[src/rtl/core/qafb_pkg.sv]
`timescale 1ns / 1ps
// Shared types and constants for the quorum acknowledgement feedback tracker.
// No dependencies; imported by every module of the block.
package qafb_pkg;

	localparam int POS_W     = 64;
	localparam int STAMP_W   = 63;
	localparam int XID_W     = 64;
	localparam int IN_IDX_W  = 3;
	localparam int CFG_W     = 4;
	localparam int CFG_IDX_W = 2;

	localparam int S_TDATA_W = 264;
	localparam int M_TDATA_W = 256;
	localparam int M_TUSER_W = 2;

	localparam int I_IDX_LSB   = 0;
	localparam int I_POS_LSB   = I_IDX_LSB + IN_IDX_W;
	localparam int I_STAMP_LSB = I_POS_LSB + POS_W;
	localparam int I_XID_LSB   = I_STAMP_LSB + STAMP_W;
	localparam int I_CAT_LSB   = I_XID_LSB + XID_W;

	localparam int O_POS_LSB   = 0;
	localparam int O_STAMP_LSB = O_POS_LSB + POS_W;
	localparam int O_XID_LSB   = O_STAMP_LSB + STAMP_W;
	localparam int O_CAT_LSB   = O_XID_LSB + XID_W;
	localparam int O_USED_W    = O_CAT_LSB + XID_W;

	localparam int U_FLUSH   = 0;
	localparam int U_STANDBY = 1;

	localparam logic [XID_W-1:0] XID_NONE = '1;

	typedef enum logic [CFG_IDX_W-1:0] {
		REG_NODE_COUNT  = 2'd0,
		REG_QUORUM_SIZE = 2'd1
	} reg_idx_t;

	typedef enum logic [1:0] {
		ST_IDLE,
		ST_SCAN,
		ST_DRAIN,
		ST_RESULT
	} seq_state_t;

	typedef struct packed {
		logic [XID_W-1:0]   cat;
		logic [XID_W-1:0]   xid;
		logic [STAMP_W-1:0] stamp;
		logic [POS_W-1:0]   pos;
	} node_entry_t;

	typedef struct packed {
		logic cand;
		logic minp;
		logic rowend;
	} scan_tag_t;

endpackage

[src/rtl/core/qafb_node_mem.sv]
`timescale 1ns / 1ps
// Per-node acknowledgement store: one write port, one registered read port.
// Entries never written read as zero through per-entry valid bits. Uses qafb_pkg.
module qafb_node_mem
	import qafb_pkg::*;
#(
	parameter int DEPTH  = 8,
	parameter int ADDR_W = 3
) (
	input  logic              clk,
	input  logic              arst_n,
	input  logic              wr_en,
	input  logic [ADDR_W-1:0] wr_addr,
	input  node_entry_t       wr_data,
	input  logic [ADDR_W-1:0] rd_addr,
	output node_entry_t       rd_data
);

	node_entry_t            mem [DEPTH];
	logic [DEPTH-1:0]       valid_q;
	node_entry_t            rd_q;
	logic                   rd_valid_q;

	always_ff @(posedge clk) begin
		if (wr_en) begin
			mem[wr_addr] <= wr_data;
		end
		rd_q <= mem[rd_addr];
	end

	always_ff @(posedge clk or negedge arst_n) begin
		if (!arst_n) begin
			valid_q    <= '0;
			rd_valid_q <= 1'b0;
		end else begin
			if (wr_en) begin
				valid_q[wr_addr] <= 1'b1;
			end
			rd_valid_q <= valid_q[rd_addr];
		end
	end

	assign rd_data = rd_valid_q ? rd_q : '0;

endmodule

[src/rtl/core/quorum_ack_feedback_tracker.sv]
`timescale 1ns / 1ps
// Top level of the quorum acknowledgement feedback tracker: sequencer, rank
// selection and minimum datapath around qafb_node_mem. Uses qafb_pkg.
//
// channel   dir  handshake           payload
// cfg       in   cfg_valid/cfg_ready cfg_index, cfg_data
// s_axis    in   s_tvalid/s_tready   s_tdata (acknowledgement)
// m_axis    out  m_tvalid/m_tready   m_tdata, m_tuser (report)
//
// An acknowledgement is processed with one memory read per cycle: a candidate
// read followed by a pass over all nodes for each candidate, the first pass
// also forming the minimum. At count zero no scan or drain runs.
// Reset clears the valid bits of the node store at once; no clearing pass.
// A report waiting on m_tready holds the result stage; a new acknowledgement
// is still taken once the sequencer is back in idle.
module quorum_ack_feedback_tracker
	import qafb_pkg::*;
#(
	parameter int MAX_NODES = 8
) (
	input  logic                 clk,
	input  logic                 arst_n,
	input  logic                 cfg_valid,
	output logic                 cfg_ready,
	input  logic [CFG_IDX_W-1:0] cfg_index,
	input  logic [CFG_W-1:0]     cfg_data,
	input  logic                 s_tvalid,
	output logic                 s_tready,
	// node_index, acked_position, standby_stamp, oldest_xid, oldest_catalog_xid
	input  logic [S_TDATA_W-1:0] s_tdata,
	output logic                 m_tvalid,
	input  logic                 m_tready,
	// quorum_position, combined_stamp, combined_xid, combined_catalog_xid
	output logic [M_TDATA_W-1:0] m_tdata,
	// send_flush, send_standby
	output logic [M_TUSER_W-1:0] m_tuser
);

	localparam int CNT_W  = $clog2(MAX_NODES + 1);
	localparam int ADDR_W = (MAX_NODES > 1) ? $clog2(MAX_NODES) : 1;
	localparam int CMP_W  = (CNT_W > CFG_W) ? CNT_W : CFG_W;
	localparam int IXC_W  = (CNT_W > IN_IDX_W) ? CNT_W : IN_IDX_W;

	logic [CFG_W-1:0]    node_count_q;
	logic [CFG_W-1:0]    quorum_q;
	logic [CMP_W-1:0]    nc_ext;
	logic [CMP_W-1:0]    qz_ext;
	logic [CMP_W-1:0]    cnt_ext;
	logic [CMP_W-1:0]    q_eff;
	logic [CNT_W-1:0]    count;
	logic [CNT_W-1:0]    last_idx;
	logic [CNT_W-1:0]    rank_k;

	seq_state_t          state_q, state_d;
	logic [CNT_W-1:0]    i_q, i_d;
	logic [CNT_W-1:0]    j_q, j_d;
	logic                cand_ph_q, cand_ph_d;
	logic                issue;
	scan_tag_t           tag;
	logic                load_out;
	logic                s_accept;

	logic                vld_s1;
	scan_tag_t           tag_s1;

	node_entry_t         in_entry;
	logic [IN_IDX_W-1:0] in_idx;
	logic                wr_en;
	logic [ADDR_W-1:0]   rd_addr;
	node_entry_t         rd;

	logic [POS_W-1:0]    cand_q;
	logic [CNT_W-1:0]    lt_q, le_q, lt_nx, le_nx;
	logic [POS_W-1:0]    sel_q;
	logic                found_q;
	logic [XID_W-1:0]    cx_q, cc_q;
	logic [STAMP_W-1:0]  cs_q;

	logic [POS_W-1:0]    rep_pos_q;
	logic [STAMP_W-1:0]  rep_stamp_q;
	logic [XID_W-1:0]    rep_xid_q, rep_cat_q;
	logic                do_flush, do_standby;
	logic [POS_W-1:0]    new_pos;

	logic                m_valid_q;
	logic [M_TDATA_W-1:0] m_data_q;
	logic [M_TUSER_W-1:0] m_user_q;

	// configuration
	assign cfg_ready = 1'b1;

	always_ff @(posedge clk or negedge arst_n) begin
		if (!arst_n) begin
			node_count_q <= CFG_W'(1);
			quorum_q     <= CFG_W'(1);
		end else if (cfg_valid && cfg_ready) begin
			if (cfg_index == REG_NODE_COUNT) begin
				node_count_q <= cfg_data;
			end else if (cfg_index == REG_QUORUM_SIZE) begin
				quorum_q <= cfg_data;
			end
		end
	end

	always_comb begin
		nc_ext  = CMP_W'(node_count_q);
		count   = (nc_ext > CMP_W'(MAX_NODES)) ? CNT_W'(MAX_NODES) : CNT_W'(nc_ext);
		cnt_ext = CMP_W'(count);
		qz_ext  = CMP_W'(quorum_q);
		if (qz_ext == '0) begin
			q_eff = CMP_W'(1);
		end else if (qz_ext > cnt_ext) begin
			q_eff = cnt_ext;
		end else begin
			q_eff = qz_ext;
		end
		rank_k   = CNT_W'(cnt_ext - q_eff);
		last_idx = count - CNT_W'(1);
	end

	// input side
	assign s_tready = (state_q == ST_IDLE);
	assign s_accept = s_tvalid && s_tready;

	assign in_idx         = s_tdata[I_IDX_LSB +: IN_IDX_W];
	assign in_entry.pos   = s_tdata[I_POS_LSB +: POS_W];
	assign in_entry.stamp = s_tdata[I_STAMP_LSB +: STAMP_W];
	assign in_entry.xid   = s_tdata[I_XID_LSB +: XID_W];
	assign in_entry.cat   = s_tdata[I_CAT_LSB +: XID_W];

	assign wr_en   = s_accept && (IXC_W'(in_idx) < IXC_W'(MAX_NODES));
	assign rd_addr = cand_ph_q ? i_q[ADDR_W-1:0] : j_q[ADDR_W-1:0];

	qafb_node_mem #(
		.DEPTH  (MAX_NODES),
		.ADDR_W (ADDR_W)
	) u_mem (
		.clk     (clk),
		.arst_n  (arst_n),
		.wr_en   (wr_en),
		.wr_addr (ADDR_W'(in_idx)),
		.wr_data (in_entry),
		.rd_addr (rd_addr),
		.rd_data (rd)
	);

	// sequencer
	always_ff @(posedge clk or negedge arst_n) begin
		if (!arst_n) begin
			state_q <= ST_IDLE;
		end else begin
			state_q <= state_d;
		end
	end

	always_comb begin
		state_d    = state_q;
		i_d        = i_q;
		j_d        = j_q;
		cand_ph_d  = cand_ph_q;
		issue      = 1'b0;
		tag        = '0;
		load_out   = 1'b0;
		unique case (state_q)
			ST_IDLE: begin
				if (s_accept) begin
					i_d       = '0;
					j_d       = '0;
					cand_ph_d = 1'b1;
					state_d   = (count == '0) ? ST_RESULT : ST_SCAN;
				end
			end
			ST_SCAN: begin
				issue = 1'b1;
				if (cand_ph_q) begin
					tag.cand  = 1'b1;
					cand_ph_d = 1'b0;
					j_d       = '0;
				end else begin
					tag.minp = (i_q == '0);
					if (j_q == last_idx) begin
						tag.rowend = 1'b1;
						if (i_q == last_idx) begin
							state_d = ST_DRAIN;
						end else begin
							i_d       = i_q + CNT_W'(1);
							cand_ph_d = 1'b1;
						end
					end else begin
						j_d = j_q + CNT_W'(1);
					end
				end
			end
			ST_DRAIN: begin
				state_d = ST_RESULT;
			end
			ST_RESULT: begin
				if (!m_valid_q || m_tready) begin
					load_out = 1'b1;
					state_d  = ST_IDLE;
				end
			end
		endcase
	end

	always_ff @(posedge clk or negedge arst_n) begin
		if (!arst_n) begin
			i_q       <= '0;
			j_q       <= '0;
			cand_ph_q <= 1'b0;
			vld_s1    <= 1'b0;
			tag_s1    <= '0;
		end else begin
			i_q       <= i_d;
			j_q       <= j_d;
			cand_ph_q <= cand_ph_d;
			vld_s1    <= issue;
			tag_s1    <= tag;
		end
	end

	// rank selection and minimum over the read stream
	assign lt_nx = lt_q + CNT_W'(rd.pos < cand_q);
	assign le_nx = le_q + CNT_W'(rd.pos <= cand_q);

	always_ff @(posedge clk) begin
		if (s_accept) begin
			cx_q <= XID_NONE;
			cc_q <= XID_NONE;
			cs_q <= '0;
		end else if (vld_s1) begin
			if (tag_s1.cand) begin
				cand_q <= rd.pos;
				lt_q   <= '0;
				le_q   <= '0;
			end else begin
				lt_q <= lt_nx;
				le_q <= le_nx;
				if (tag_s1.rowend && !found_q && (lt_nx <= rank_k) && (rank_k < le_nx)) begin
					sel_q <= cand_q;
				end
				if (tag_s1.minp && (rd.stamp != '0)) begin
					if (rd.xid < cx_q) begin
						cx_q <= rd.xid;
					end
					if (rd.cat < cc_q) begin
						cc_q <= rd.cat;
					end
					if ((rd.xid < cx_q) || (rd.cat < cc_q)) begin
						cs_q <= rd.stamp;
					end
				end
			end
		end
	end

	always_ff @(posedge clk or negedge arst_n) begin
		if (!arst_n) begin
			found_q <= 1'b0;
		end else if (s_accept) begin
			found_q <= 1'b0;
		end else if (vld_s1 && !tag_s1.cand && tag_s1.rowend && (lt_nx <= rank_k)
				&& (rank_k < le_nx)) begin
			found_q <= 1'b1;
		end
	end

	// report decision
	always_comb begin
		do_flush   = found_q && (sel_q > rep_pos_q);
		new_pos    = do_flush ? sel_q : rep_pos_q;
		do_standby = (cs_q != '0)
			&& ((cs_q != rep_stamp_q) || (cx_q != rep_xid_q) || (cc_q != rep_cat_q));
	end

	always_ff @(posedge clk or negedge arst_n) begin
		if (!arst_n) begin
			rep_pos_q   <= '0;
			rep_stamp_q <= '0;
			rep_xid_q   <= '0;
			rep_cat_q   <= '0;
		end else if (load_out) begin
			rep_pos_q <= new_pos;
			if (do_standby) begin
				rep_stamp_q <= cs_q;
				rep_xid_q   <= cx_q;
				rep_cat_q   <= cc_q;
			end
		end
	end

	// output register
	always_ff @(posedge clk or negedge arst_n) begin
		if (!arst_n) begin
			m_valid_q <= 1'b0;
		end else if (load_out) begin
			m_valid_q <= 1'b1;
		end else if (m_tready) begin
			m_valid_q <= 1'b0;
		end
	end

	always_ff @(posedge clk) begin
		if (load_out) begin
			m_data_q <= {{(M_TDATA_W - O_USED_W){1'b0}}, cc_q, cx_q, cs_q, new_pos};
			m_user_q <= {do_standby, do_flush};
		end
	end

	assign m_tvalid = m_valid_q;
	assign m_tdata  = m_data_q;
	assign m_tuser  = m_user_q;

endmodule

[config.mk]
export PLATFORM = sky130hd
export DESIGN_NAME = quorum_ack_feedback_tracker
export DESIGN_NICKNAME = d
export VERILOG_FILES = /design/src/rtl/core/qafb_pkg.sv /design/src/rtl/core/qafb_node_mem.sv /design/src/rtl/core/quorum_ack_feedback_tracker.sv
export SDC_FILE = /design/constraint.sdc
export NUM_CORES = 2
export LEC_CHECK = 0
export ABC_AREA = 1
export BUFFER_PORTS_ARGS = -buffer_cell sky130_fd_sc_hd__buf_2
export CORE_ASPECT_RATIO = 0.6
export CORE_MARGIN = 8
export CORE_UTILIZATION = 30
export CTS_CLUSTER_DIAMETER = 120
export DETAILED_ROUTE_END_ITERATION = 8
export PLACE_DENSITY = 0.44
export SYNTH_ARGS = -nofsm -noshare
export SYNTH_HDL_FRONTEND = slang
export SYNTH_SLANG_ARGS = --single-unit
[constraint.sdc]
create_clock -name clk -period 12.85 [get_ports clk]
set_clock_uncertainty 0.1 [all_clocks]
set_input_delay 1.9275 -clock clk [delete_from_list [all_inputs] [get_ports clk]]
set_output_delay 1.9275 -clock clk [all_outputs]
set_load 0.05 [all_outputs]
Word level (Yosys, flattened, before mapping) --
Memories as Yosys holds them, arrays and structs flattened. A register that Yosys moved wholly into a read port is not among the register bits. Index checks and enable logic that the tools add are counted. Widths: inputs -> output; s select.
Storage, ports and cells: flip-flop bits (word level) 873, bits in writable memories 2040, input bits 275, word-level logic and storage cells 151, memories 1
Memories:
- u_mem.mem | depth 8, bits a word 255, read ports 1, clocked after memory_dff 1, wr ports 1, line qafb_node_mem.sv:19 | node_entry_t mem [DEPTH];
Operators by class: $add $sub $neg 6, $lt $le $gt $ge 12, eq/ne operators 16, multiplexer cells 43, bitwise gates (word level) 4, reduce and logical (&&, ||, !) cells 42
Operators with widths (count):
- $mux 255 | 1
- $lt 64x64->1 | 3
- $ne 64x64->1 | 2
- $reduce_bool 63->1 | 2
- $gt 64x64->1 | 1
- $le 64x64->1 | 1
- $mux 64 | 1
- $ne 63x63->1 | 1
- $mux 4 | 9
- $mux 1 | 17
- $pmux 4 s2 | 2
- $reduce_and 4->1 | 4
- $mux 2 | 7
- $logic_and 1x1->1 | 12
- $logic_not 4->1 | 3
- $ne 2x2->1 const B | 5
- $reduce_and 5->1 | 2
- $reduce_and 3->1 | 3
- $add 4x1->4 | 2
- $add 4x1->4 const B | 2
- $eq 4x4->1 | 2
- $lt 3x4->1 const B | 2
- $or 8x8->8 | 1
- $pmux 2 s4 | 1
- 21 further kinds | 37

Depth between registers and ports, before layout --
word-level depth 11, mapped depth 32, depth with buffers taken out 27

Modules after synthesis --
A second synthesis with hierarchy kept.
Second synthesis, totals: cell total of the unflattened synthesis 14064, area total of the unflattened synthesis 137976.1 µm²
Modules (own cells, without submodules):
- qafb_node_mem | instances 1, cells each 9667, area each 96119.7 µm²
- quorum_ack_feedback_tracker | instances 1, cells each 4397, area each 41856.4 µm²

Worst setup path before layout --
No wires, ideal clock.
path kind input-to-reg, start point in s_tvalid, end point reg u_mem.valid_q[0], setup time 0.134 ns, data arrival time 13.936 ns, setup slack -1.321 ns, stages 4, path buffers 0, path through nand2_1 -> or2_2 -> nor2_1 -> or2_2
On the way: cells in the longest elaborated chain, start to end 1
Ends and longest elaborated chain:
- start, declared | line quorum_ack_feedback_tracker.sv:27 | input logic s_tvalid,
- $logic_and 1x1->1 | line quorum_ack_feedback_tracker.sv:123 | assign s_accept = s_tvalid && s_tready;
- end signal, assigned | line qafb_node_mem.sv:33 | valid_q <= '0;
- end signal, assigned by index | line qafb_node_mem.sv:37 | valid_q[wr_addr] <= 1'b1;
- end, declared | line qafb_node_mem.sv:20 | logic [DEPTH-1:0] valid_q;
No other way between the ends. A chain may end at the register's enable or synchronous reset.

==> results_dict.tcl <==
set metrics [dict create \
    cp_top_family "simple AND/OR/NAND/NOR gates" \
    pre_cts_ws_ns 6.15 \
    final_util_pct 34.8 \
    synth_cell_types 46 \
    wirelength_mm 364 \
    post_drt_wl_per_cell_um 21.8 \
    end_kind "flop" \
    nNetsFinal 11300 \
    place_inst 16100 \
    synth-edff-count 2433 \
    power.leakage_nw 58.6 \
    viasPerCell 4.68 \
    grt_max_degree 223 \
    die_area_mm2 0.447 \
    slowest_stage "nor4_1" \
    hold_path_class "flop to flop" \
    synth.avg_cell_area_um2 12.3 \
    cts_made_buffers 328 \
    path_class "flop to flop" \
    seq_area_mm2 0.0892 \
    path_common_cell "nand2_1" \
    path_cells "nand2_1 -> inv_1 -> ha_1 -> nand2_1 -> nor4_1 -> nand2_1 -> nor4b_1 -> nand2_1 -> nand2_1 -> inv_1 -> ha_1 -> ha_1 -> or2_2 -> nand2_1 -> ha_1 -> nand2_1 -> inv_1 -> o21ai_0 -> a32o_1 -> nand4_1 -> nor3_2 -> buf_4" \
    status "finished clean" \
    cp_max_fo 64 \
    area_delta_synth_final_pct 15.3 \
    numPortBuffers 527 \
    cp.arrival_ns 6.76 \
    finalNonFillerCells 16700 \
    critPathRequiredTime_ns 13.22 \
    rsz0062_at_grt "no" \
    ir_worst_vdd_mv 0.108 \
    drt.antenna.violating_nets 0 \
    path_clk_slew_ns 0.06 \
    ys.flop_type "edfxtp_1" \
    fin_crit_sh_pct 49.7 \
    fin_crit_ns 6.39 \
    die_h_um 521 \
    ioPinCount 536 \
    vias 78200 \
    die_x_um 858 \
    drtPass1Iterations 6 \
    power.total_mw 31.5 \
    grt_overflow_total 0 \
    setup_viol 0 \
    cp.buffers_inverters 4 \
    gp_congestion 0.775 \
    cap_violations 0 \
    drive_gt1_share_pct 13.3 \
    slew_violations 0 \
    hpwl_mm 220 \
    ys_seq_elements 3168 \
    multi_input_area_mm2 0.0309 \
    post-cts-setup-buffers 0 \
    grt_pass1_wl_mm 527 \
    htree_levels 5 \
    cts_tree "done" \
    yosysSeqAreaShare_pct 69.9 \
    nFillCells 41200 \
    fmax_mhz 157 \
    cts_buffer_depth 4 \
    hold_viol_final 0 \
    syn_area_mm2 0.128 \
    antenna_found_initial 150 \
    tightest_slew_ns 1.26 \
    root_buffer "clkbuf_16" \
    cellPowerDensity_mw_per_mm2 214 \
    syn_inst 10400 \
    ctsHoldBuffers 0 \
    grt_pass1_vias 75800 \
    drt_iter0_drc 5690 \
    start_util_pct 30.1 \
    cts_resized 0 \
    rows 185 \
    slew-limit-headroom_pct 16.2 \
    grt_use_total_pct 15.7 \
    fin_area_mm2 0.147 \
    layout_setup_ws_ns 6.46 \
    async_flop_share_pct 9.12 \
    place_area_mm2 0.136 \
    drc 0 \
    synth_nets 10900 \
    cts.sinks 3168 \
    ys.warnings.count 0 \
    clock_latency_ns 0.90 \
    cp-start-kind "flop" \
    slowest_delay_ns 0.75 \
    coreArea_mm2 0.424 \
]
==> power breakdown <==
part	switching [mW]	leakage [nW]	internal [mW]
Combinational	5.66	24.1	2.62
Clock	4.12	5.27	5.53
Sequential	0.945	29.2	12.6
Total	10.7	58.6	20.8
==> logic make-up after synthesis <==
logic type      after synthesis  share of synthesized area (%)
simple gates               2161                           7.19
mux                         255                           2.25
flops                      3168                           69.9
other cells                   2                        0.00588
fa+ha+maj                   281                           2.76
buf+inv                    1989                           6.06
xor+xnor                    152                           1.04
compound gates             2363                           10.8
==> placed cells by master (no fill, tap or decap), types with 90 or more instances in the layout <==
cell	instances
a211oi_1	259
a21oi_1	655
a31oi_1	261
buf_2	526
clkbuf_16	333
dfrtp_1	286
dfxtp_1	446
edfxtp_1	2433
ha_1	280
inv_1	1423
mux2_2	255
nand2_1	1380
nand3_1	189
nor2_1	260
o211ai_1	387
o21ai_0	777
xor2_1	90
==> registers in the layout, indices dropped and copies added, names as in the netlist, 8 cells and up <==
| name | count |
|---|---|
| u_mem.valid_q | 8 |
| rep_stamp_q | 63 |
| cc_q | 64 |
| cx_q | 64 |
| rep_cat_q | 64 |
| cs_q | 63 |
| rep_xid_q | 64 |
| u_mem.mem | 2040 |
| m_tdata | 255 |
| cand_q | 64 |
| rep_pos_q | 64 |
| u_mem.rd_q | 255 |
| sel_q | 64 |
==> Yosys cell counts (3+ instances only) <==
cell      number  area [um^2]
a31oi_1      262         1640
or2_2         52          325
inv_2         18         67.6
inv_1       1425         5350
nand3b_1      65          488
mux2_2       255         2870
nor4_1        13         81.3
o221ai_1       3         26.3
nand2_1     1384         5190
o21a_1         6         45.0
and2_1        64          400
xor2_1        90          788
buf_2        154          771
edfxtp_1    2433        73100
nor3_1        44          220
xnor2_1       62          543
o21ai_0      778         3890
clkbuf_1     345         1290
nand3_1      191          956
buf_1         25         93.8
dfrtp_1      287         7180
nor2_1       268         1010
dfxtp_1      446         8930
a211oi_1     259         1940
o21ai_1        4         20.0
a21oi_1      655         3280
buf_4         14          105
nand4_1       69          432
ha_1         280         3500
nor3b_1        3         22.5
o211ai_1     387         2910
clkbuf_2       6         30.0
==> worst paths after layout <==
| check | slack (ns) | to | depth (start not counted) | start |
|---|---|---|---|---|
| max in group asynchronous | 9.30 | u_mem.rd_valid_q$_DFF_PN0_ | 3 | arst_n |
| max | 6.46 | sel_q[49]$_DFFE_PP_ | 22 | u_mem.rd_valid_q$_DFF_PN0_ |
| min reg2reg | 0.33 | m_tdata[121]$_DFFE_PP_ | 0 | cs_q[57]$_SDFFE_PP0P_ |
| min | 0.33 | m_tdata[121]$_DFFE_PP_ | 0 | cs_q[57]$_SDFFE_PP0P_ |
| min in group asynchronous | 0.96 | rep_stamp_q[24]$_DFFE_PN0P_ | 1 | arst_n |
| max reg2reg | 6.46 | sel_q[49]$_DFFE_PP_ | 22 | u_mem.rd_valid_q$_DFF_PN0_ |
==> metrics by stage <==
| stage | hold WS (ns) | setup TNS, ns |
|---|---|---|
| finish | 0.331 | 0 |
| global route | 0.339 | 0 |
| CTS | 0.334 | 0 |
| detailed placement | 0.318 | 0 |
| global placement | 0.319 | 0 |
| floorplan | 0.308 | -2142.08 |
==> layout make-up <==
| class | count | share of cell area [%] |
|---|---|---|
| Tap cell | 5610 | 4.77 |
| Multi-Input combinational cell | 5214 | 21.0 |
| Inverter | 1443 | 3.69 |
| Timing Repair Buffer | 634 | 2.56 |
| Sequential cell | 3168 | 60.6 |
| Clock buffer | 457 | 6.23 |
| Antenna cell | 35 | 0.0595 |
| Clock inverter | 148 | 1.11 |
==> per-layer routing <==
metal / share of wire (%) / wire, um / track usage, % / vias to the layer above
met5: 0.067 / 245 / 0 / -
met4: 2.9 / 10700 / 4.52 / 38
met3: 5.0 / 18100 / 2.57 / 595
met2: 44 / 159000 / 24.0 / 1700
met1: 48 / 176000 / 22.8 / 38600
li1: - / - / - / 37300
(Power assumes the default switching activity.)
